`config.mk`:
```
export PLATFORM = sky130hd
export DESIGN_NAME = rca_issue
export DESIGN_NICKNAME = d
export VERILOG_FILES = /design/src/rtl/rca_pkg.sv /design/src/rtl/rca_issue.sv
export SDC_FILE = /design/constraint.sdc
export NUM_CORES = 1
export LEC_CHECK = 0
export BUFFER_PORTS_ARGS = -buffer_cell sky130_fd_sc_hd__buf_2
export CORE_AREA = 2 2 244 246
export CTS_CLUSTER_SIZE = 28
export DETAILED_ROUTE_END_ITERATION = 10
export DIE_AREA = 0 0 246 248
export PLACE_DENSITY = 0.53
export SKIP_LAST_GASP = 1
export SYNTH_ARGS = -nofsm -noshare
export SYNTH_HDL_FRONTEND = slang
export SYNTH_SLANG_ARGS = --single-unit
```
`constraint.sdc`:
```
create_clock -name clk -period 5.4 [get_ports clk]
set_clock_uncertainty 0.05 [all_clocks]
set_input_delay 0 -clock clk [delete_from_list [all_inputs] [get_ports clk]]
set_output_delay 0 -clock clk [all_outputs]
set_load 0.005 [all_outputs]
```
`src/rtl/rca_pkg.sv`:
```
`timescale 1ns / 1ps

package rca_pkg;

    localparam int NUM_IDS_DEF    = 256;
    localparam int COUNT_BITS_DEF = 16;

    localparam int CMD_W       = 2;
    localparam int TARGET_W    = 8;
    localparam int RESULT_ID_W = 8;
    localparam int STATUS_W    = 3;
    localparam int USE_COUNT_W = 16;

    typedef enum logic [CMD_W-1:0] {
        CMD_ALLOC   = 2'd0,
        CMD_RETAIN  = 2'd1,
        CMD_RELEASE = 2'd2
    } cmd_t;

    typedef enum logic [STATUS_W-1:0] {
        ST_OK        = 3'd0,
        ST_EXHAUSTED = 3'd1,
        ST_UNUSED    = 3'd2,
        ST_RANGE     = 3'd3,
        ST_SATURATED = 3'd4
    } status_t;

    // What the issue stage decided for one command
    typedef enum logic [2:0] {
        OP_ALLOC   = 3'd0,
        OP_RETAIN  = 3'd1,
        OP_RELEASE = 3'd2,
        OP_RANGE   = 3'd3,
        OP_EXHAUST = 3'd4
    } op_t;

    typedef struct packed {
        op_t                    op;
        logic [RESULT_ID_W-1:0] res_id;
    } issue_t;

endpackage

```
`src/rtl/rca_issue.sv`:
```
`timescale 1ns / 1ps

module rca_issue #(
    parameter int NUM_IDS = 256,
    parameter int ID_W    = 8,
    parameter int FRESH_W = 9
) (
    input  logic                            clk,
    input  logic                            rst_n,
    input  logic                            in_accept,
    input  logic [rca_pkg::CMD_W-1:0]       cmd,
    input  logic [rca_pkg::TARGET_W-1:0]    target_id,
    input  logic                            rel_set,
    input  logic [ID_W-1:0]                 rel_id,
    output rca_pkg::issue_t                 iss,
    output logic [ID_W-1:0]                 iss_id
);

    import rca_pkg::*;

    logic [NUM_IDS-1:0] rec_reg;
    logic [NUM_IDS-1:0] rec_next;
    logic [NUM_IDS-1:0] rec_eff;
    logic [NUM_IDS-1:0] set_vec;
    logic [NUM_IDS-1:0] clr_vec;
    logic [FRESH_W-1:0] fresh_reg;
    logic [FRESH_W-1:0] fresh_next;
    logic [ID_W-1:0]    enc_id;
    logic               found;
    logic               in_range;
    logic               take_fresh;
    logic               take_rec;

    // A release finishing in the execute stage this cycle is visible here
    assign set_vec = rel_set ? (NUM_IDS'(1) << rel_id) : '0;
    assign rec_eff = rec_reg | set_vec;
    assign found   = |rec_eff;

    always_comb
    begin
        enc_id = '0;
        for (int i = NUM_IDS - 1; i >= 0; i--)
        begin
            if (rec_eff[i])
            begin
                enc_id = ID_W'(i);
            end
        end
    end

    assign in_range = 32'(target_id) < 32'(NUM_IDS);

    always_comb
    begin
        iss.op     = OP_RANGE;
        iss.res_id = target_id;
        iss_id     = ID_W'(target_id);
        take_fresh = 1'b0;
        take_rec   = 1'b0;
        case (cmd)
            CMD_ALLOC:
            begin
                if (found)
                begin
                    iss.op   = OP_ALLOC;
                    iss_id   = enc_id;
                    take_rec = 1'b1;
                end
                else if (fresh_reg < FRESH_W'(NUM_IDS))
                begin
                    iss.op     = OP_ALLOC;
                    iss_id     = ID_W'(fresh_reg);
                    take_fresh = 1'b1;
                end
                else
                begin
                    iss.op = OP_EXHAUST;
                    iss_id = '0;
                end
                iss.res_id = RESULT_ID_W'(iss_id);
            end
            CMD_RETAIN:
            begin
                if (in_range)
                begin
                    iss.op = OP_RETAIN;
                end
            end
            CMD_RELEASE:
            begin
                if (in_range)
                begin
                    iss.op = OP_RELEASE;
                end
            end
            default:
            begin
                iss.op = OP_RANGE;
            end
        endcase
    end

    assign clr_vec    = (in_accept && take_rec) ? (NUM_IDS'(1) << enc_id) : '0;
    assign rec_next   = rec_eff & ~clr_vec;
    assign fresh_next = (in_accept && take_fresh) ? fresh_reg + FRESH_W'(1) : fresh_reg;

    always_ff @(posedge clk or negedge rst_n)
    begin
        if (!rst_n)
        begin
            rec_reg   <= '0;
            fresh_reg <= '0;
        end
        else
        begin
            rec_reg   <= rec_next;
            fresh_reg <= fresh_next;
        end
    end

endmodule

```
## Word level (Yosys, flattened, before mapping)

Cells that the tools add are included.

| cells by class | value |
|---|---|
| shift operators | 2 |
| bitwise gates (word level) | 3 |
| reductions and logical operators | 4 |
| add/sub/neg operators | 1 |
| equal/unequal tests | 2 |
| $lt $le $gt $ge | 1 |
| mux-type cells | 269 |

Operators with widths:

| cell | number |
|---|---|
| $mux 8 | 259 |
| $mux 256 | 2 |
| $shl 1x8->256 const A | 2 |
| $and 256x256->256 | 1 |
| $not 256->256 | 1 |
| $or 256x256->256 | 1 |
| $reduce_or 256->1 | 1 |
| $add 9x1->9 const B | 1 |
| $lt 9x9->1 const B | 1 |
| $pmux 3 s3 | 1 |
| $mux 3 | 2 |
| $mux 1 | 5 |
| $eq 2x1->1 const B | 1 |
| $eq 2x2->1 const B | 1 |
| $logic_and 1x1->1 | 2 |
| $logic_not 2->1 | 1 |

| storage, ports and cells | value |
|---|---|
| bits of input ports | 22 |
| output and inout bits | 19 |
| register bits | 265 |

## Longest topological paths before layout

Gate-level depths: netlist of the first run.

| depth | value |
|---|---|
| word-level depth | 263 |
| gate-level depth with buffers | 17 |
| gate-level depth less buffers | 11 |

## Worst setup path before layout of the first run

Ideal clock, no wire load.

| path | value |
|---|---|
| path type | reg2reg |
| start | reg rec_reg[149] |
| end | reg rec_reg[121] |
| clock period less this slack | 3.163 ns |
| slack | 2.237 ns |
| stages on the path, launching flop included | 11 |
| arrival | 2.975 ns |
| library setup time | 0.138 ns |
| path through | dfrtp_1 or4_1 or3_1 a211oi_1 a2111oi_0 a311oi_1 a211oi_1 or3_4 o31ai_4 buf_6 a21oi_1 |

| on the way | value |
|---|---|
| word-level cells in the longest chain between the ends | 155 |

Ends and longest elaborated chain:

| element | RTL line | source |
|---|---|---|
| start, declared | rca_issue.sv:21 | `logic [NUM_IDS-1:0] rec_reg;` |
| start signal, assigned | rca_issue.sv:116 | `rec_reg <= rec_next;` |
| $or 256x256->256 (*) | rca_issue.sv:36 | `assign rec_eff = rec_reg \| set_vec;` |
| $mux 8 (150 in a row) | rca_issue.sv:44 | `if (rec_eff[i])` |
| $shl 1x8->256 | rca_issue.sv:103 | `assign clr_vec = (in_accept && take_rec) ? (NUM_IDS'(1) << enc_id) : '0;` |
| $mux 256 (*) | rca_issue.sv:103 |  |
| $not 256->256 (*) | rca_issue.sv:104 | `assign rec_next = rec_eff & ~clr_vec;` |
| $and 256x256->256 (*) | rca_issue.sv:104 |  |
| named net rec_next[121] | rca_issue.sv:22 | `logic [NUM_IDS-1:0] rec_next;` |

Mark *: on every way through the listed nets, which the timed path passes. The rest lies on a longest branch.
A chain may end at the register's enable or synchronous reset.

## Final worst setup path of the first run

| path | value |
|---|---|
| start | reg rec_reg[169] |
| end | reg rec_reg[117] |

| on the way | value |
|---|---|
| word-level cells in the longest chain between the ends | 175 |

Ends and longest elaborated chain:

| element | RTL line |
|---|---|
| $or 256x256->256 (*) | rca_issue.sv:36 |
| $mux 8 (170 in a row) | rca_issue.sv:44 |
| $shl 1x8->256 | rca_issue.sv:103 |
| $mux 256 (*) | rca_issue.sv:103 |
| $not 256->256 (*) | rca_issue.sv:104 |
| $and 256x256->256 (*) | rca_issue.sv:104 |
| named net rec_next[117] | rca_issue.sv:22 |

Marks and branches as above.

==> results of run 1 <==
[routing by layer]
metal  track usage, %  vias up
met4             17.0        4
met3             6.80      322
met2             45.0     1420
met5                0        -
met1             39.2     9631
li1                 -     8038
[area by class of cell]
cell class / count / share of cell area, %
flip-flops and latches: 265 / 32.5
diodes: 3 / 0.0368
clock inverters: 11 / 0.564
inverters: 13 / 0.239
repair buffers: 203 / 8.30
multi-input cells: 1557 / 48.6
well taps: 773 / 4.74
clock buffers: 49 / 5.04
[Yosys cell counts (21+ instances only)]
| master | number | share of area, % |
|---|---|---|
| a2111oi_0 | 21 | 1.1 |
| a211o_1 | 24 | 1.2 |
| a211oi_1 | 57 | 2.5 |
| a21boi_0 | 28 | 1.2 |
| a21o_1 | 28 | 1.2 |
| a21oi_1 | 392 | 11 |
| a21oi_2 | 28 | 1.4 |
| a31o_2 | 29 | 1.5 |
| a31oi_1 | 89 | 3.2 |
| buf_2 | 79 | 2.3 |
| clkbuf_1 | 50 | 1.1 |
| dfrtp_1 | 265 | 38 |
| nand2_1 | 82 | 1.8 |
| nand2b_1 | 21 | 0.76 |
| nand3_1 | 36 | 1.0 |
| nor2_1 | 140 | 3.0 |
| nor3_1 | 33 | 0.95 |
| nor4_1 | 64 | 2.3 |
| o211ai_1 | 40 | 1.7 |
| o21ai_0 | 85 | 2.4 |
| or4_1 | 25 | 1.1 |
[worst reg2reg max path, stage by stage (launching register included)]
cell,delay (ps)
dfrtp_1,410
nor4_1,840
nand2_1,180
nor3_1,380
nand4_1,220
a2111oi_0,450
a311oi_1,160
a211oi_1,650
and3_1,370
nand3_1,240
a21oi_4,220
buf_12,310
a21boi_0,170
[kinds of logic (layout without fill, tap and decap cells)]
| family | after synthesis | in the layout | synth area share, % |
|---|---|---|---|
| other cells | 0 | 3 | 0 |
| compound gates | 977 | 977 | 36.8 |
| xor+xnor | 7 | 7 | 0.352 |
| simple gates | 571 | 571 | 18.9 |
| fa+ha+maj | 1 | 1 | 0.0719 |
| flops | 265 | 265 | 38.1 |
| buf+inv | 187 | 276 | 5.62 |
| mux | 1 | 1 | 0.0647 |
[report_power, final]
| group | total [mW] | internal [mW] | leakage (nW) | switching, mW |
|---|---|---|---|---|
| logic | 3.33 | 1.07 | 4.62 | 2.27 |
| clock network | 2.35 | 1.42 | 0.568 | 0.935 |
| registers | 2.35 | 2.16 | 3.60 | 0.196 |
[stage by stage]
stage | instances | utilization [%]
after floorplan | 2009 | -
after CTS | 2871 | 34.9
after detailed placement | 2809 | 32.9
final | 2874 | 34.9
after global routing | 2871 | 34.9
after global placement | 2809 | 32.9
[path summary, 6_finish.rpt]
kind,start,endpoint,slack [ps],depth (start not counted)
worst max-delay path,rec_reg[169],rec_reg[117],610,12
worst min-delay path,rst_n,fresh_reg[0],20,3
worst max register to register,rec_reg[169],rec_reg[117],610,12
worst min register to register,fresh_reg[7],fresh_reg[7],450,1
max in group asynchronous,rst_n,rec_reg[166],4340,3
min in group clk,in_accept,rec_reg[16],110,4
[placed cells by master, fill, tap and decap left out, types with 29 or more instances in the layout]
cell and count:
o21ai_0 85, a31oi_1 89, nor3_1 32, nand2_1 82
buf_2 39, a21oi_1 391, dfrtp_1 265, a211oi_1 57
buf_4 142, a31o_2 29, nor4_1 64, clkbuf_16 35
nor2_1 139, nand3_1 36, o211ai_1 40
==> flow_summary.toml, run 1 <==
[logic_synthesis]
syn_area_um2 = 17400
ys_ff_latch = 265
synth_nets = 2032
synth_edf_count = 0
synth_ff_type = "dfrtp_1"
synthCells = 2009
ys_warn_count = 0
yosysUniqueCellTypes = 98
ys_seq_area_share_pct = 38.1
syn_area_per_cell_um2 = 8.66
async_reset_ff_share_pct = 100

[routing]
drt-vias-per-instance = 6.76
drt_iter0_markers = 2784
met3WireLength_um = 10100
met1_length_um = 36400
drt_wl_total_um = 92300
highest_layer = "met5"
wire_per_inst_um = 32.1
firstDrtPassIters = 8
wl_met2_um = 39900
drc_errors = 0
ant_nets = 0
via_count = 19415

[global_routing]
track_usage_pct = 29.8
grt_pass1_wl_um = 133000
grt_overflow = 0
grt_max_degree = 137
antenna_found_initial = 4
grt_pass1_vias = 18823

[worst_setup_path]
critical_path.endpoint_type = "register"
critPathArrivalTime_ps = 5140
cp_max_fo = 31
cp_cell_sequence = "nor4_1 > nand2_1 > nor3_1 > nand4_1 > a2111oi_0 > a311oi_1 > a211oi_1 > and3_1 > nand3_1 > a21oi_4 > buf_12 > a21boi_0"
slowest_stage = "nor4_1"
crit_path_max_incr_delay_ps = 830
cp_num_buf_inv = 1
startpoint_type = "register"
path_class = "register to register"
cp.required_ps = 5760
crit_family = "simple AND/OR/NAND/NOR gates"

[sta]
fin_setup_tns_ps = 0
slew_violations = 0
slew_headroom_pct = 21.9
min_period_ps = 4790
setup_viol_count_final = 0
whs_ps = 23.4
rsz0062_at_grt = "no"
fin_crit_sh_pct = 88.6
fmax_ghz = 0.209
layout_setup_ws_ps = 615
finalHoldViolCount = 0
worst_pin_slew_ps = 1160

[placement]
port_buffers = 40
dp_hpwl_um = 66400
gp_congestion = 1.02
pre_cts_slack_ps = 408
placed_cell_area_um2 = 19200

[clocking]
holdBufCountCts = 2
ctsResizeCount = 0
clock_latency_ps = 560
htree_levels = 2
post_cts_buffers = 0
cts_tree = "built"
clk_pin_slew_ps = 60
cts-root-buf = "clkbuf_16"
cts.sinks = 265
cts_max_path_buffers = 3
numCtsBuffers = 34

[pwr]
power.total_mw = 8.04
powerDensity_nw_per_um2 = 394
ir_drop_mv = 0.665
cellLeakagePower_nw = 8.78

[layout]
nNetsFinal = 2097
area_delta_synth_final_pct = 17.4
multi_input_area_um2 = 9930
largest_reg_flops = 256
fillers = 6005
drive_above_1_share_pct = 18.2
regArea_um2 = 6630
stdcell_area_um2 = 20400

[floorplan]
die-width_um = 246
dieArea_um2 = 61000
io_pins = 41
start_util_pct = 29.8
core_area_um2 = 58500
rows = 89
fp.dieH_um = 248

[status]
status = "complete, no violations"

[run]
drv_cap = 0

[hold_path]
min_path_type = "input pin to asynchronous set/reset pin"
Power figures use the tool's default switching activity.
==> inputs of run 2 (changes only) <==
--- a/config.mk
+++ b/config.mk
@@ -6,10 +6,10 @@
 export NUM_CORES = 1
 export LEC_CHECK = 0
 export BUFFER_PORTS_ARGS = -buffer_cell sky130_fd_sc_hd__buf_2
-export CORE_AREA = 2 2 244 246
+export CORE_AREA = 2 2 314 192
 export CTS_CLUSTER_SIZE = 28
 export DETAILED_ROUTE_END_ITERATION = 10
-export DIE_AREA = 0 0 246 248
+export DIE_AREA = 0 0 316 194
 export PLACE_DENSITY = 0.53
 export SKIP_LAST_GASP = 1
 export SYNTH_ARGS = -nofsm -noshare
==> run 2 against run 1 <==
The run now ends with capacitance limit, slew limit left. Global-route usage increased by 0.99 points. Combinational power rose by 4%. Die area increased by 0.49%. Maximum frequency shrank 0.64%. Clock power decreased by 17%. First-iteration DRC count up 41%. Sequential power about the same. Power down 3.3%. Register-to-register slack lost 30 ps. Routed wire length rose by 5.0%. Critical path type unchanged. Largest power group unchanged.
==> flow_summary.toml, run 2 (same netlist as run 1, synthesis figures left out) <==
[status]
status = "finished with violations"
violations = "capacitance limit, slew limit"

[pwr]
sw_frac_of_total_pct = 45.2
powerDensity_nw_per_um2 = 383
internal-power_mw = 4.26
clkPwrFrac_pct = 25.2
ir_drop_mv = 0.329
pwr-share-comb_pct = 44.4
share_seq_of_total_power_pct = 30.4
cellLeakagePower_nw = 8.72
power_switching_mw = 3.52

[sta]
finalHoldViolCount = 0
fmax_ghz = 0.208
fin_crit_sh_pct = 89.2
slew_headroom_pct = -1.56
slew_violations = 1
whs_ps = 89.7
setup_viol_count_final = 0
worst_pin_slew_ps = 1480
min_period_ps = 4820
rsz0062_at_grt = "no"
layout_setup_ws_ps = 584
fin_setup_tns_ps = 0

[layout]
largest_reg_flops = 256
nNetsFinal = 2111
area_delta_synth_final_pct = 16.5
layout.cells.most_common = "a21oi_1"
regArea_um2 = 6630
drive_above_1_share_pct = 18.3
fillers = 6070
final_cell_mix = "a21oi_1, dfrtp_1, buf_4, nor2_1, a31oi_1"
multi_input_area_um2 = 9920

[floorplan]
die-width_um = 316
start_util_pct = 29.8
io_pins = 41
rows = 69
fp.dieH_um = 194
core_area_um2 = 58400
dieArea_um2 = 61300

[worst_setup_path]
cp_max_fo = 8
rr_worst_depth = 12
critPathArrivalTime_ps = 5220
rrSetupSlack_ps = 580
r2r_start = "rec_reg[229]"
cp.required_ps = 5810
path_class = "register to register"
startpoint_type = "register"
r2r-end = "rec_reg[24]"
critical_path.endpoint_type = "register"

[hold_path]
min_path_type = "input pin to register"
hold_depth = 5
hold_start = "cmd[1]"
hold_path_end = "rec_reg[16]"

[placement]
port_buffers = 40
dp_hpwl_um = 71600
pre_cts_slack_ps = 593
gp_congestion = 1.02

[routing]
via_count = 19923
firstDrtPassIters = 6
ant_nets = 0
drt_wl_total_um = 96900
drt_iter0_markers = 3939
wire_per_inst_um = 33.5
drc_errors = 0
drt-vias-per-instance = 6.89

[clocking]
clock_latency_ps = 610
cts_max_path_buffers = 3
cts.sinks = 265
numCtsBuffers = 27
cts_tree = "built"
ctsResizeCount = 0
htree_levels = 1
clk_pin_slew_ps = 70
cts-root-buf = "clkbuf_16"

[global_routing]
grt_pass1_vias = 18127
antenna_found_initial = 7
grt_overflow = 0
grt_pass1_wl_um = 137000
track_usage_pct = 30.8
grt_max_degree = 148

[run]
drv_cap = 1
-- run 2: cell count changes in the layout (fill, tap and decap cells not counted), sizes merged, moves of 2 or more --
cell         delta
buf            +19
clkbuf         -13
clkinv          -3
clkinvlp        +3
diode           +2
dlygate4sd3     +2
-- run 2: worst max path at each step --
stage                 start      endpoint  slack, ps
2_1_floorplan  rec_reg[149]  rec_reg[121]       2240
3_3_place_gp      rel_id[6]   rec_reg[27]        580
3_5_place_dp      rel_id[1]   rec_reg[27]        590
4_1_cts        rec_reg[229]   rec_reg[24]        810
5_1_grt        rec_reg[229]  rec_reg[216]        470
6_report       rec_reg[229]   rec_reg[24]        580
-- run 2: area by class of cell --
| class | instances | share of cell area, % |
|---|---|---|
| multi-input combinational | 1557 | 49.0 |
| sequential | 265 | 32.7 |
| timing repair buffer | 224 | 8.97 |
| tap | 781 | 4.82 |
| clock buffer | 36 | 3.75 |
| clock inverter | 10 | 0.494 |
| inverter | 13 | 0.241 |
| antenna | 5 | 0.0617 |
-- run 2: per-layer routing --
layer  global-route usage, %  wire, um  vias to the layer above
met5                       0        70                        -
met4                    9.13      3330                       10
met3                    12.3     15800                      224
met2                    36.7     34600                     1737
met1                    48.4     43100                     9902
li1                        -         -                     8050
-- run 2: repair_timing --
item	CTS	global route
setup buffers	0	0
endpoints found under the setup margin	0	0
hold buffers	4	0
hold endpoints to repair	251	0
-- run 2: power groups by stage --
stage | Sequential, mW | Combinational, mW | Clock [mW]
2_1_floorplan | 2.31 | 1.75 | 0
3_3_place_gp | 2.38 | 3.26 | 0
3_5_place_dp | 2.38 | 3.24 | 0
4_1_cts | 2.35 | 3.26 | 1.97
5_1_grt | 2.37 | 3.53 | 2.06
6_report | 2.36 | 3.45 | 1.96
-- run 2: critical path: stages, from the launching register on --
cell and delay [ps]:
dfrtp_1 410, nor4_1 850, a21boi_0 330, a21oi_1 110, a311oi_1 310, o21ai_0 260, buf_4 220, a311oi_1 530
a211oi_1 200, or3_4 460, o31ai_4 630, buf_12 240, a21oi_1 70
-- run 2: metrics by stage --
stage | area, um^2 | std cells | total power, mW | util, %
after floorplan | 17400 | 2009 | 4.05 | -
after global placement | 19300 | 2836 | 5.65 | 33.1
after detailed placement | 19300 | 2836 | 5.62 | 33.1
after CTS | 20300 | 2886 | 7.58 | 34.7
after global routing | 20300 | 2888 | 7.97 | 34.7
final | 20300 | 2891 | 7.77 | 34.7
