<file path="config.mk">
export PLATFORM = sky130hd
export DESIGN_NAME = rca_exec
export DESIGN_NICKNAME = d
export VERILOG_FILES = /design/src/rtl/rca_pkg.sv /design/src/rtl/rca_exec.sv
export SDC_FILE = /design/constraint.sdc
export NUM_CORES = 1
export LEC_CHECK = 0
export ABC_CLOCK_PERIOD_IN_PS = 18200
export BUFFER_PORTS_ARGS = -buffer_cell sky130_fd_sc_hd__buf_4
export CORE_UTILIZATION = 38
export DETAILED_ROUTE_END_ITERATION = 10
export PLACE_DENSITY_LB_ADDON = 0.2
export REMOVE_ABC_BUFFERS = 1
export SLEW_MARGIN = 20
export SYNTH_ARGS = -nofsm -noshare
export SYNTH_HDL_FRONTEND = slang
export SYNTH_SLANG_ARGS = --single-unit
</file>
<file path="constraint.sdc">
create_clock -name clk -period 18.2 [get_ports clk]
set_input_delay 1.82 -clock clk [delete_from_list [all_inputs] [get_ports clk]]
set_output_delay 1.82 -clock clk [all_outputs]
set_load 0.05 [all_outputs]
</file>
<file path="src/rtl/rca_pkg.sv">
`timescale 1ns / 1ps

package rca_pkg;

    localparam int NUM_IDS_DEF    = 256;
    localparam int COUNT_BITS_DEF = 16;

    localparam int CMD_W       = 2;
    localparam int TARGET_W    = 8;
    localparam int RESULT_ID_W = 8;
    localparam int STATUS_W    = 3;
    localparam int USE_COUNT_W = 16;

    typedef enum logic [CMD_W-1:0] {
        CMD_ALLOC   = 2'd0,
        CMD_RETAIN  = 2'd1,
        CMD_RELEASE = 2'd2
    } cmd_t;

    typedef enum logic [STATUS_W-1:0] {
        ST_OK        = 3'd0,
        ST_EXHAUSTED = 3'd1,
        ST_UNUSED    = 3'd2,
        ST_RANGE     = 3'd3,
        ST_SATURATED = 3'd4
    } status_t;

    // What the issue stage decided for one command
    typedef enum logic [2:0] {
        OP_ALLOC   = 3'd0,
        OP_RETAIN  = 3'd1,
        OP_RELEASE = 3'd2,
        OP_RANGE   = 3'd3,
        OP_EXHAUST = 3'd4
    } op_t;

    typedef struct packed {
        op_t                    op;
        logic [RESULT_ID_W-1:0] res_id;
    } issue_t;

endpackage

</file>
<file path="src/rtl/rca_exec.sv">
`timescale 1ns / 1ps

module rca_exec #(
    parameter int NUM_IDS    = 256,
    parameter int COUNT_BITS = 16,
    parameter int ID_W       = 8
) (
    input  logic                               clk,
    input  logic                               rst_n,
    input  logic                               in_accept,
    input  rca_pkg::issue_t                    iss,
    input  logic [ID_W-1:0]                    iss_id,
    input  logic [COUNT_BITS-1:0]              rd_cnt,
    output logic                               s1_load,
    output logic                               rel_set,
    output logic [ID_W-1:0]                    rel_id,
    output logic                               ram_we,
    output logic [ID_W-1:0]                    ram_waddr,
    output logic [COUNT_BITS-1:0]              ram_wdata,
    output logic                               out_valid,
    input  logic                               out_stall,
    output logic [rca_pkg::RESULT_ID_W-1:0]    result_id,
    output logic [rca_pkg::STATUS_W-1:0]       status,
    output logic [rca_pkg::USE_COUNT_W-1:0]    use_count
);

    import rca_pkg::*;

    localparam logic [COUNT_BITS-1:0] CNT_MAX = '1;

    logic                    s1_vld_reg;
    issue_t                  s1_iss_reg;
    logic [ID_W-1:0]         s1_id_reg;

    logic [NUM_IDS-1:0]      cnt_vld_reg;
    logic                    bp_vld_reg;
    logic [ID_W-1:0]         bp_id_reg;
    logic [COUNT_BITS-1:0]   bp_cnt_reg;

    logic                    out_vld_reg;
    logic [RESULT_ID_W-1:0]  res_id_reg;
    status_t                 status_reg;
    logic [USE_COUNT_W-1:0]  use_cnt_reg;

    logic                    s1_adv;
    logic                    s1_fire;
    logic                    bp_hit;
    logic [COUNT_BITS-1:0]   cur_cnt;
    logic [COUNT_BITS-1:0]   new_cnt;
    logic [COUNT_BITS-1:0]   res_cnt;
    status_t                 st;
    logic                    wr;
    logic                    mark;

    assign s1_adv  = !out_vld_reg || !out_stall;
    assign s1_load = !s1_vld_reg || s1_adv;
    assign s1_fire = s1_vld_reg && s1_adv;

    // The RAM read was registered as this command entered s1; a write made at that same edge is in the bypass
    assign bp_hit  = bp_vld_reg && (bp_id_reg == s1_id_reg);
    assign cur_cnt = !cnt_vld_reg[s1_id_reg] ? '0 : (bp_hit ? bp_cnt_reg : rd_cnt);

    always_comb
    begin
        new_cnt = cur_cnt;
        res_cnt = '0;
        st      = ST_OK;
        wr      = 1'b0;
        mark    = 1'b0;
        case (s1_iss_reg.op)
            OP_ALLOC, OP_RETAIN:
            begin
                if (cur_cnt == CNT_MAX)
                begin
                    st = ST_SATURATED;
                end
                else
                begin
                    new_cnt = cur_cnt + COUNT_BITS'(1);
                    wr      = 1'b1;
                end
                res_cnt = new_cnt;
            end
            OP_RELEASE:
            begin
                if (cur_cnt == '0)
                begin
                    st   = ST_UNUSED;
                    mark = 1'b1;
                end
                else
                begin
                    new_cnt = cur_cnt - COUNT_BITS'(1);
                    wr      = 1'b1;
                    mark    = (cur_cnt == COUNT_BITS'(1));
                    res_cnt = new_cnt;
                end
            end
            OP_EXHAUST:
            begin
                st = ST_EXHAUSTED;
            end
            default:
            begin
                st = ST_RANGE;
            end
        endcase
    end

    assign ram_we    = s1_fire && wr;
    assign ram_waddr = s1_id_reg;
    assign ram_wdata = new_cnt;
    assign rel_set   = s1_fire && mark;
    assign rel_id    = s1_id_reg;

    always_ff @(posedge clk or negedge rst_n)
    begin
        if (!rst_n)
        begin
            s1_vld_reg  <= 1'b0;
            out_vld_reg <= 1'b0;
            cnt_vld_reg <= '0;
            bp_vld_reg  <= 1'b0;
        end
        else
        begin
            if (s1_load)
            begin
                s1_vld_reg <= in_accept;
            end
            if (s1_adv)
            begin
                out_vld_reg <= s1_vld_reg;
            end
            if (ram_we)
            begin
                cnt_vld_reg[s1_id_reg] <= 1'b1;
                bp_vld_reg             <= 1'b1;
            end
        end
    end

    always_ff @(posedge clk)
    begin
        if (in_accept)
        begin
            s1_iss_reg <= iss;
            s1_id_reg  <= iss_id;
        end
        if (ram_we)
        begin
            bp_id_reg  <= s1_id_reg;
            bp_cnt_reg <= new_cnt;
        end
        if (s1_fire)
        begin
            res_id_reg  <= s1_iss_reg.res_id;
            status_reg  <= st;
            use_cnt_reg <= USE_COUNT_W'(res_cnt);
        end
    end

    assign out_valid = out_vld_reg;
    assign result_id = res_id_reg;
    assign status    = status_reg;
    assign use_count = use_cnt_reg;

endmodule

</file>
Yosys cells after proc, flatten, opt, wreduce, memory -nomap -nowiden
Cells that the tools add are included.
- memories: 0
- output and inout port bits: 63
- logic and storage cells: 55
- bits in latches: 0
- memory bits (read-only): 0
- input bits: 39
- RAM bits: 0
- register bits: 329
- bitwise gates (word level): 1
- shift-type cells: 0
- div/mod/pow operators: 0
- magnitude comparators: 2
- $add $sub $neg: 2
- reduce and logical (&&, ||, !) cells: 13
- multipliers: 0
- multiplexer cells: 19
- equality and inequality tests: 6
- operators with widths (kind ; number):
    256-bit bitwise OR ; 1
    16-bit two-way mux ; 5
    16-bit one-hot mux with 2 select lines ; 2
    16-bit by 1-bit adder with 16-bit output, second input constant ; 1
    16-bit by 1-bit equality test with 1-bit output, second input constant ; 1
    16-bit equality test, second input constant ; 1
    16-bit zero test ; 1
    16-bit by 1-bit subtractor with 16-bit output, second input constant ; 1
    8-bit by 9-bit < comparator with 1-bit output, second input constant ; 1
    3-bit one-hot mux with 3 select lines ; 1
    1-bit binary-select mux with 8-bit select ; 1
    1-bit demux with 8-bit select ; 1
    8-bit equality test ; 1
    8-bit by 1-bit greater-or-equal comparator with 1-bit output, second input constant ; 1
    1-bit two-way mux ; 6
    1-bit logical AND ; 5
    3-bit by 1-bit equality test with 1-bit output, second input constant ; 1
    3-bit by 2-bit equality test with 1-bit output, second input constant ; 1
    3-bit equality test, second input constant ; 1
    1-bit zero test ; 3
    3-bit zero test ; 1
    3-bit two-way mux ; 1
    1-bit logical OR ; 2
    2-bit two-way mux ; 1
    other kinds (2) ; 2

Longest topological paths before layout
Gate-level depths: netlist (run 1).
- depth in word-level cells: 8
- depth in mapped cells: 21

Least setup slack after synthesis (run 1)
OpenSTA, ideal clock, no wires.
- kind: reg-to-output
- start point: register s1_id_reg[0] (netlist: ram_waddr[0])
- end point: output ram_we
- data arrival time: 5852 ps
- path slack: 10528 ps
- cell stages (with the launch flop): 20
- cell sequence: edfxtp_1 > buf_4 > xnor2_1 > nand3_1 > nor3_2 > buf_4 > buf_1 > clkbuf_1 > mux2_2 > nand3_1 > inv_1 > ha_1 > o21ai_1 > or4_1 > or3_1 > clkbuf_1 > o2bb2ai_2 > buf_2 > buf_2 > and2_1
- word-level cells in the longest chain between the ends: 8
- elaborated cells between the ends (all ways): 12
- RTL lines (what ; RTL line ; text):
    start, declared ; rca_exec.sv:33 ; logic [ID_W-1:0] s1_id_reg;
    start signal, assigned ; rca_exec.sv:148 ; s1_id_reg <= iss_id;
    parallel branches: the longest is 3 deep, another holds 1-bit binary-select mux with 8-bit select ; - ;
    16-bit two-way mux * ; rca_exec.sv:61 ; assign cur_cnt = !cnt_vld_reg[s1_id_reg] ? '0 : (bp_hit ? bp_cnt_reg : rd_cnt);
    16-bit equality test / 16-bit zero test (equally long branches) ; rca_exec.sv:73, rca_exec.sv:86 ;
    1-bit two-way mux (on tied branches) ; rca_exec.sv:73, rca_exec.sv:86 ;
    1-bit one-hot mux with 2 select lines * ; rca_exec.sv:70 ; case (s1_iss_reg.op)
    1-bit logical AND * ; rca_exec.sv:110 ; assign ram_we = s1_fire && wr;
    end, declared ; rca_exec.sv:17 ; output logic ram_we,
Mark *: on every way between the ends. The select of a mux whose other input is x is not followed.

Final worst setup path (run 1)
- start point: register s1_id_reg[0] (netlist: ram_waddr[0])
- end point: output ram_wdata[3]
- word-level cells in the longest chain between the ends: 7
- elaborated cells between the ends (all ways): 13
- RTL lines (what ; RTL line ; text):
    parallel branches: the longest is 3 deep, another holds 1-bit binary-select mux with 8-bit select ; - ;
    16-bit two-way mux * ; rca_exec.sv:61 ;
    16-bit by 1-bit subtractor with 16-bit output (tied with other cells) ; rca_exec.sv:93 ; new_cnt = cur_cnt - COUNT_BITS'(1);
    16-bit two-way mux (on tied branches) ; rca_exec.sv:86, rca_exec.sv:73 ;
    16-bit one-hot mux with 2 select lines * ; rca_exec.sv:70 ;
    end, declared ; rca_exec.sv:19 ; output logic [COUNT_BITS-1:0] ram_wdata,
Marked as above.

==> impl_results.md, run 1 <==
- Most used cell, CP: buf_4
- Kind of critical path: register to output port
- Worst slack at placement: 10250 ps
- CTS max path bufs: 3
- # DRC: 0
- Critical path's slowest cell: nor4_1
- Port Buffer Count: about 100
- Syn Area/Cell: roughly 12 um2
- Post-CTS Setup Inserts: 0
- Final clock skew: roughly 19 ps
- Post-synth EDFFs: 70
- Clock slew at reported path FFs: 60 ps
- Syn-to-layout area delta: 15.9%
- HP Class: register to register
- Core ar.: 40800 um2
- Post-Synthesis Cell Area: ~16000 um2
- FF-to-FF Start: ram_waddr[0]
- Endpoints failing setup: 0
- Max-slew headroom: about a fifth
- Setup TNS: 0 ps
- WP data required: about 16000 ps
- CP Capture Type: output port
- Chip height: 205 um
- Worst reg2reg setup slack: 11440 ps
- Max FFs per register: roughly 260
- Seq/Total Area, Yosys: 54.6%
- Path depth of the worst reg2reg path: 17
- Status: finished, final reports clean
- Clock Latency Late Sink: between 500 and 600 ps
- Cell row count: 74
- Max-cap viol count: 0
- Area contributors post-synth: dfrtp_1 (41%), edfxtp_1 (13%), a31o_1 (12%)
- Crit path to: ram_wdata[3]
- CTS buffer count: 38
- CTS Hold Bufs: 0
- CTS tree: done
- Clock sinks: roughly 330
- Hpwl dp: ~29000 um
- Synth warn: 0
- Full die area: between 40000 and 50000 um2
- Synth cell types: 74
- Tmin final: approximately 8600 ps
- # IOs: 102
- Slowest stage delay, CP: between 900 and 1000 ps
- Fmax: roughly 0.12 GHz
- Vias in the first global route: 11600
- Synth Register Bits: around 330
- Final hold violations: 0
- Largest net degree at the start of global routing: approximately 260
- Clock root buffer: clkbuf_16
- First-pass GRT wire length: a little over 70000 um
- Arr. time, crit path: between 6000 and 7000 ps
- Pins Over Slew Limit: 0
- Capturing point of the worst reg2reg path: cnt_vld_reg[210]
- HP Start: s1_iss_reg[2]
- Commonest register cell after synthesis: dfrtp_1
- Yosys top cell area share: 41.2%
- Via count: 11700
- WL final: about 47000 um
- Worst-path maximum fanout: 44
- Synth area leader: dfrtp_1
- DRT iter0 DRCs: between 900 and 1000
- Crit-path leading delay family: buffers and inverters
- Min Hold Slack: ~420 ps
- Aggregate global routing overflow: 0
- Vias per cell: between 6 and 7
- Routability cong.: between 0.9 and 1
- Pwr/cell area: 103 nW/um2
- Worst-path cell chain: buf_4 -> buf_4 -> mux2i_1 -> a22o_1 -> nor3_1 -> a2111oi_0 -> buf_4 -> o311ai_2 -> nand3_1 -> inv_1 -> ha_1 -> o21ai_1 -> nor4_1 -> o21ai_0 -> nand3_1 -> o211ai_1 -> o211ai_1 -> buf_4
- Final #Nets: roughly 1400
- Worst Setup Start Kind: register
- Final non-filler cell area: 18200 um2
- Worst-Margin Slew: ~1200 ps
- Beginning of the critical path: ram_waddr[0]
- Antenna violations before repair: 0
- Levels on crit path: 18
- Period utilisation layout: about 47%
- DRT antenna net count: 0
- Initial Util: 38.5%
- Total global-route track usage: around 22%
- Bufs and invs on worst path: 5
- P_leak: just over 8 nW
- H-tree levels: 2
- DRT Pass-1 Iters: 5
- Post-Syn Instances: between 1000 and 1500
- RSZ-0062 raised after global routing: no
- Diode count: 0
- Share of cells above drive strength 1: about a fifth
- PostCTS Resize Cnt: 0
- Final core occ: between 40 and 50%
- Async S/R FF share, synth: 78.7%
- Area post-placement: between 15000 and 20000 um2
- Die width: roughly 200 um
- Worst VDD drop: slightly above 60 uV
- Routed length per instance: 24.4 um
- Final worst-path setup slack: ~9600 ps
## where the power goes
group          internal [W]  switching [W]
clock              0.000423       0.000303
sequential         0.000796      0.0000211
combinational      0.000103       0.000226
## cell type report
type	count	area, um2
Sequential cell	329	8580
Fill cell	3760	22600
Inverter	7	26.3
Clock inverter	16	115
Tap cell	532	666
Timing Repair Buffer	148	1130
Multi-Input combinational cell	827	6640
Clock buffer	52	1060
## cell usage in the layout, fill, tap and decap left out, drive strengths merged, types with 24 or more instances in the layout
cell type	n
a31o	241
nand2	44
a22oi	42
clkbuf	52
buf	148
mux2i	124
nand3	24
dfrtp	259
nor2	62
edfxtp	70
## worst min-delay path by stage
stage / to / slack [ps] / depth (start not counted)
final: result_id[2] / 420 / 0
after global routing: result_id[6] / 420 / 0
after CTS: result_id[6] / 420 / 0
after detailed placement: result_id[2] / 400 / 0
after global placement: result_id[1] / 400 / 0
after floorplan: result_id[0] / 400 / 0
## stage by stage
step	std cells	total power, W
CTS	1911	0.00189
floorplan	1163	0.00104
global route	1911	0.00194
detailed placement	1843	0.00116
global placement	1843	0.00116
finish	1911	0.00187
## synth_stat cells, types with 10 or more instances
| library cell | n |
|---|---|
| a21oi_1 | 18 |
| a22o_1 | 10 |
| a22oi_1 | 42 |
| a31o_1 | 218 |
| a31o_2 | 23 |
| a31oi_1 | 12 |
| a41o_1 | 15 |
| buf_2 | 41 |
| buf_4 | 10 |
| clkbuf_1 | 68 |
| dfrtp_1 | 259 |
| edfxtp_1 | 70 |
| mux2_2 | 11 |
| mux2i_1 | 124 |
| mux4_2 | 12 |
| nand2_1 | 44 |
| nand2b_1 | 13 |
| nand3_1 | 24 |
| nor2_1 | 62 |
| nor2b_1 | 11 |
| nor3_1 | 21 |
| nor4_1 | 19 |
| o21ai_0 | 10 |
| xnor2_1 | 18 |
## cells by family (layout without fill, tap and decap cells)
logic type | after synthesis | in the layout | synth area share, %
flip-flops | 329 | 329 | 54.6
multiplexers | 147 | 147 | 10.4
buffers and inverters | 130 | 223 | 3.67
adder cells (fa/ha/maj) | 5 | 5 | 0.398
XOR/XNOR | 27 | 27 | 1.50
AO/OA/AOI/OAI | 413 | 413 | 21.9
AND/OR/NAND/NOR | 235 | 235 | 7.54
## worst register-to-register path, delay by kind of cell (launching register included)
kind,cells,cell delay [ps]
flops,1,320
simple gates,4,1820
buf+inv,5,2050
compound gates,6,2030
mux,1,210
fa+ha+maj,1,210
## per-layer routing
| metal | vias to the layer above | share of wire [%] | GRT usage, % |
|---|---|---|---|
| met2 | 436 | 46 | 35.3 |
| li1 | 5148 | - | - |
| met3 | 92 | 6.0 | 3.93 |
| met5 | - | 0 | 0 |
| met1 | 5984 | 45 | 30.7 |
| met4 | 0 | 3.2 | 7.75 |
Power figures use the tool's default switching activity.
==> run 2, diff against run 1 <==
--- a/config.mk
+++ b/config.mk
@@ -5,7 +5,7 @@
 export SDC_FILE = /design/constraint.sdc
 export NUM_CORES = 1
 export LEC_CHECK = 0
-export ABC_CLOCK_PERIOD_IN_PS = 18200
+export ABC_CLOCK_PERIOD_IN_PS = 7230
 export BUFFER_PORTS_ARGS = -buffer_cell sky130_fd_sc_hd__buf_4
 export CORE_UTILIZATION = 38
 export DETAILED_ROUTE_END_ITERATION = 10
==> constraint.sdc (replaced) <==
create_clock -name clk -period 7.23 [get_ports clk]
set_input_delay 0.723 -clock clk [delete_from_list [all_inputs] [get_ports clk]]
set_output_delay 0.723 -clock clk [all_outputs]
set_load 0.05 [all_outputs]
==> run 2 against run 1 <==
Net effect:
- global-route usage grew 0.17 points
- largest cell class unchanged
- critical path type unchanged
- count of clock-buffer cells in the layout is 7 higher
- first-iteration DRC count up 2.1%
- highest routed layer unchanged
- critical path depth is 3 lower
- wire length is 0.71% higher
- sequential cell count unchanged
- die area stayed put
- hold slack got worse by 320 ps
- via count up 0.41%
- clock power grew to 2.6 times the previous value
- core utilization rose by 0.62 points
- total power grew to 2.5 times the previous value
==> impl_results.md, run 2 (synthesized netlist as in run 1, its figures left out) <==
- Max-slew headroom: roughly a quarter
- Worst-Margin Slew: about 1100 ps
- Chip height: between 200 and 250 um
- Routed length per instance: about 24 um
- Switching Share: approximately 29%
- Pwr/cell area: around 260 nW/um2
- Vias per cell: approximately 6.1
- Syn-to-layout area delta: 17.5%
- Max FFs per register: between 200 and 300
- Final core occ: approximately 45%
- Diode count: 0
- Most common library cell in the layout ignoring fill and taps: dfrtp_1
- Switching power: ~0.0014 W
- Period utilisation layout: 95.0%
- Final #Nets: 1412
- Final non-filler cell area: ~18000 um2
- Worst-path maximum fanout: 16
- Final Power: 0.00477 W
- Clock share of power: 39.2%
- RSZ-0062 raised after global routing: no
- Beginning of the critical path: ram_waddr[2]
- Pint: ~0.0034 W
- Status: finished, final reports clean
- DRT iter0 DRCs: 970
- Largest net degree at the start of global routing: around 260
- Commonest cells after routing, fill and taps aside: dfrtp_1 (259), a31o_1 (218), buf_4 (158)
- Clock slew at reported path FFs: about 60 ps
- PostCTS Resize Cnt: 0
- Clock root buffer: clkbuf_16
- Sequential share of power: 43.1%
- Worst reg2reg setup slack: 990 ps
- Final clock skew: 14.6 ps
- Tmin final: roughly 7000 ps
- WP data required: 6510 ps
- HP Class: primary input to asynchronous set/reset pin
- Antenna violations before repair: 0
- # DRC: 0
- First-pass GRT wire length: about 73000 um
- Aggregate global routing overflow: 0
- Clock sinks: ~330
- Via count: roughly 12000
- Pins Over Slew Limit: 0
- FF-to-FF Start: ram_waddr[0]
- Final hold violations: 0
- CTS buffer count: 38
- Path depth of the worst reg2reg path: 17
- Min Hold Slack: around 95 ps
- Total global-route track usage: between 20% and 30%
- # IOs: around 100
- Initial Util: around two fifths
- Cell row count: between 70 and 80
- CP Capture Type: output port
- Area post-placement: around 17000 um2
- Full die area: about 42000 um2
- Port Buffer Count: just over 100
- Routability cong.: approximately 0.96
- H-tree levels: 2
- Die width: ~210 um
- Hpwl dp: roughly 30000 um
- DRT antenna net count: 0
- Worst Setup Start Kind: register
- Setup TNS: 0 ps
- Vias in the first global route: 11700
- CTS tree: done
- Clock Latency Late Sink: between 500 and 600 ps
- Gate power share: around 18%
- Core ar.: ~41000 um2
- CTS Hold Bufs: 0
- Capturing point of the worst reg2reg path: cnt_vld_reg[208]
- Max-cap viol count: 0
- Endpoints failing setup: 0
- Share of cells above drive strength 1: a little over a fifth
- P_leak: between 8 and 9 nW
- DRT Pass-1 Iters: 5
- WL final: between 40000 and 50000 um
- CTS max path bufs: 3
- Kind of critical path: register to output port
- Fmax: around 0.15 GHz
- Arr. time, crit path: 6140 ps
- Post-CTS Setup Inserts: 0
- Worst VDD drop: 133 uV
[run 2: changes by cell type in the layout (fill, tap and decap cells not counted), sizes merged]
cell      delta
clkinv       -7
clkinvlp     -1
clkbuf       +7
buf         +17
[run 2: power by group through the flow]
stage	logic, W	registers, W	clock network, W
after detailed placement	0.000838	0.00209	0
after CTS	0.000840	0.00206	0.00192
after global placement	0.000834	0.00209	0
final	0.000847	0.00206	0.00187
after floorplan	0.000441	0.00218	0
after global routing	0.000902	0.00207	0.00199
[run 2: routing by layer]
metal	share of wire [%]	wire, um	global-route usage [%]
met5	0	0	0
met3	5.2	2430	3.60
met2	47	22000	36.1
met4	2.3	1100	6.46
met1	46	21400	31.3
[run 2: metrics by stage]
| step | cells | setup WS, ps |
|---|---|---|
| floorplan | 1163 | -7690 |
| global placement | 1858 | 721 |
| detailed placement | 1858 | 689 |
| CTS | 1925 | 95.3 |
| global route | 1927 | 0.587 |
| finish | 1927 | 364 |
[run 2: worst max-delay path: stages (launching register included)]
cell      delay (ps)
edfxtp_1         490
nor2b_4          490
buf_4            350
a22oi_1          110
a21oi_1          250
nor4_1           120
a211oi_1         610
o31a_1           570
nor3_1           220
inv_1            150
ha_1             180
inv_1             80
o41ai_1          490
nand4_1          610
o221ai_1         590
buf_4            280
[run 2: worst max-delay path by stage]
stage | depth (start not counted) | slack [ps] | to
6_report | 15 | 360 | ram_wdata[10]
3_3_place_gp | 14 | 720 | ram_wdata[10]
3_5_place_dp | 14 | 690 | ram_wdata[10]
2_1_floorplan | 9 | -7690 | ram_we
4_1_cts | 14 | 100 | ram_wdata[10]
5_1_grt | 17 | 0.6 | ram_wdata[0]
[run 2: cell type report]
type	instances	area [um2]
Inverter	7	26.3
Clock inverter	8	80.1
Timing Repair Buffer	165	1330
Fill cell	3743	22400
Clock buffer	59	1130
Multi-Input combinational cell	827	6660
Tap cell	532	666
Sequential cell	329	8580
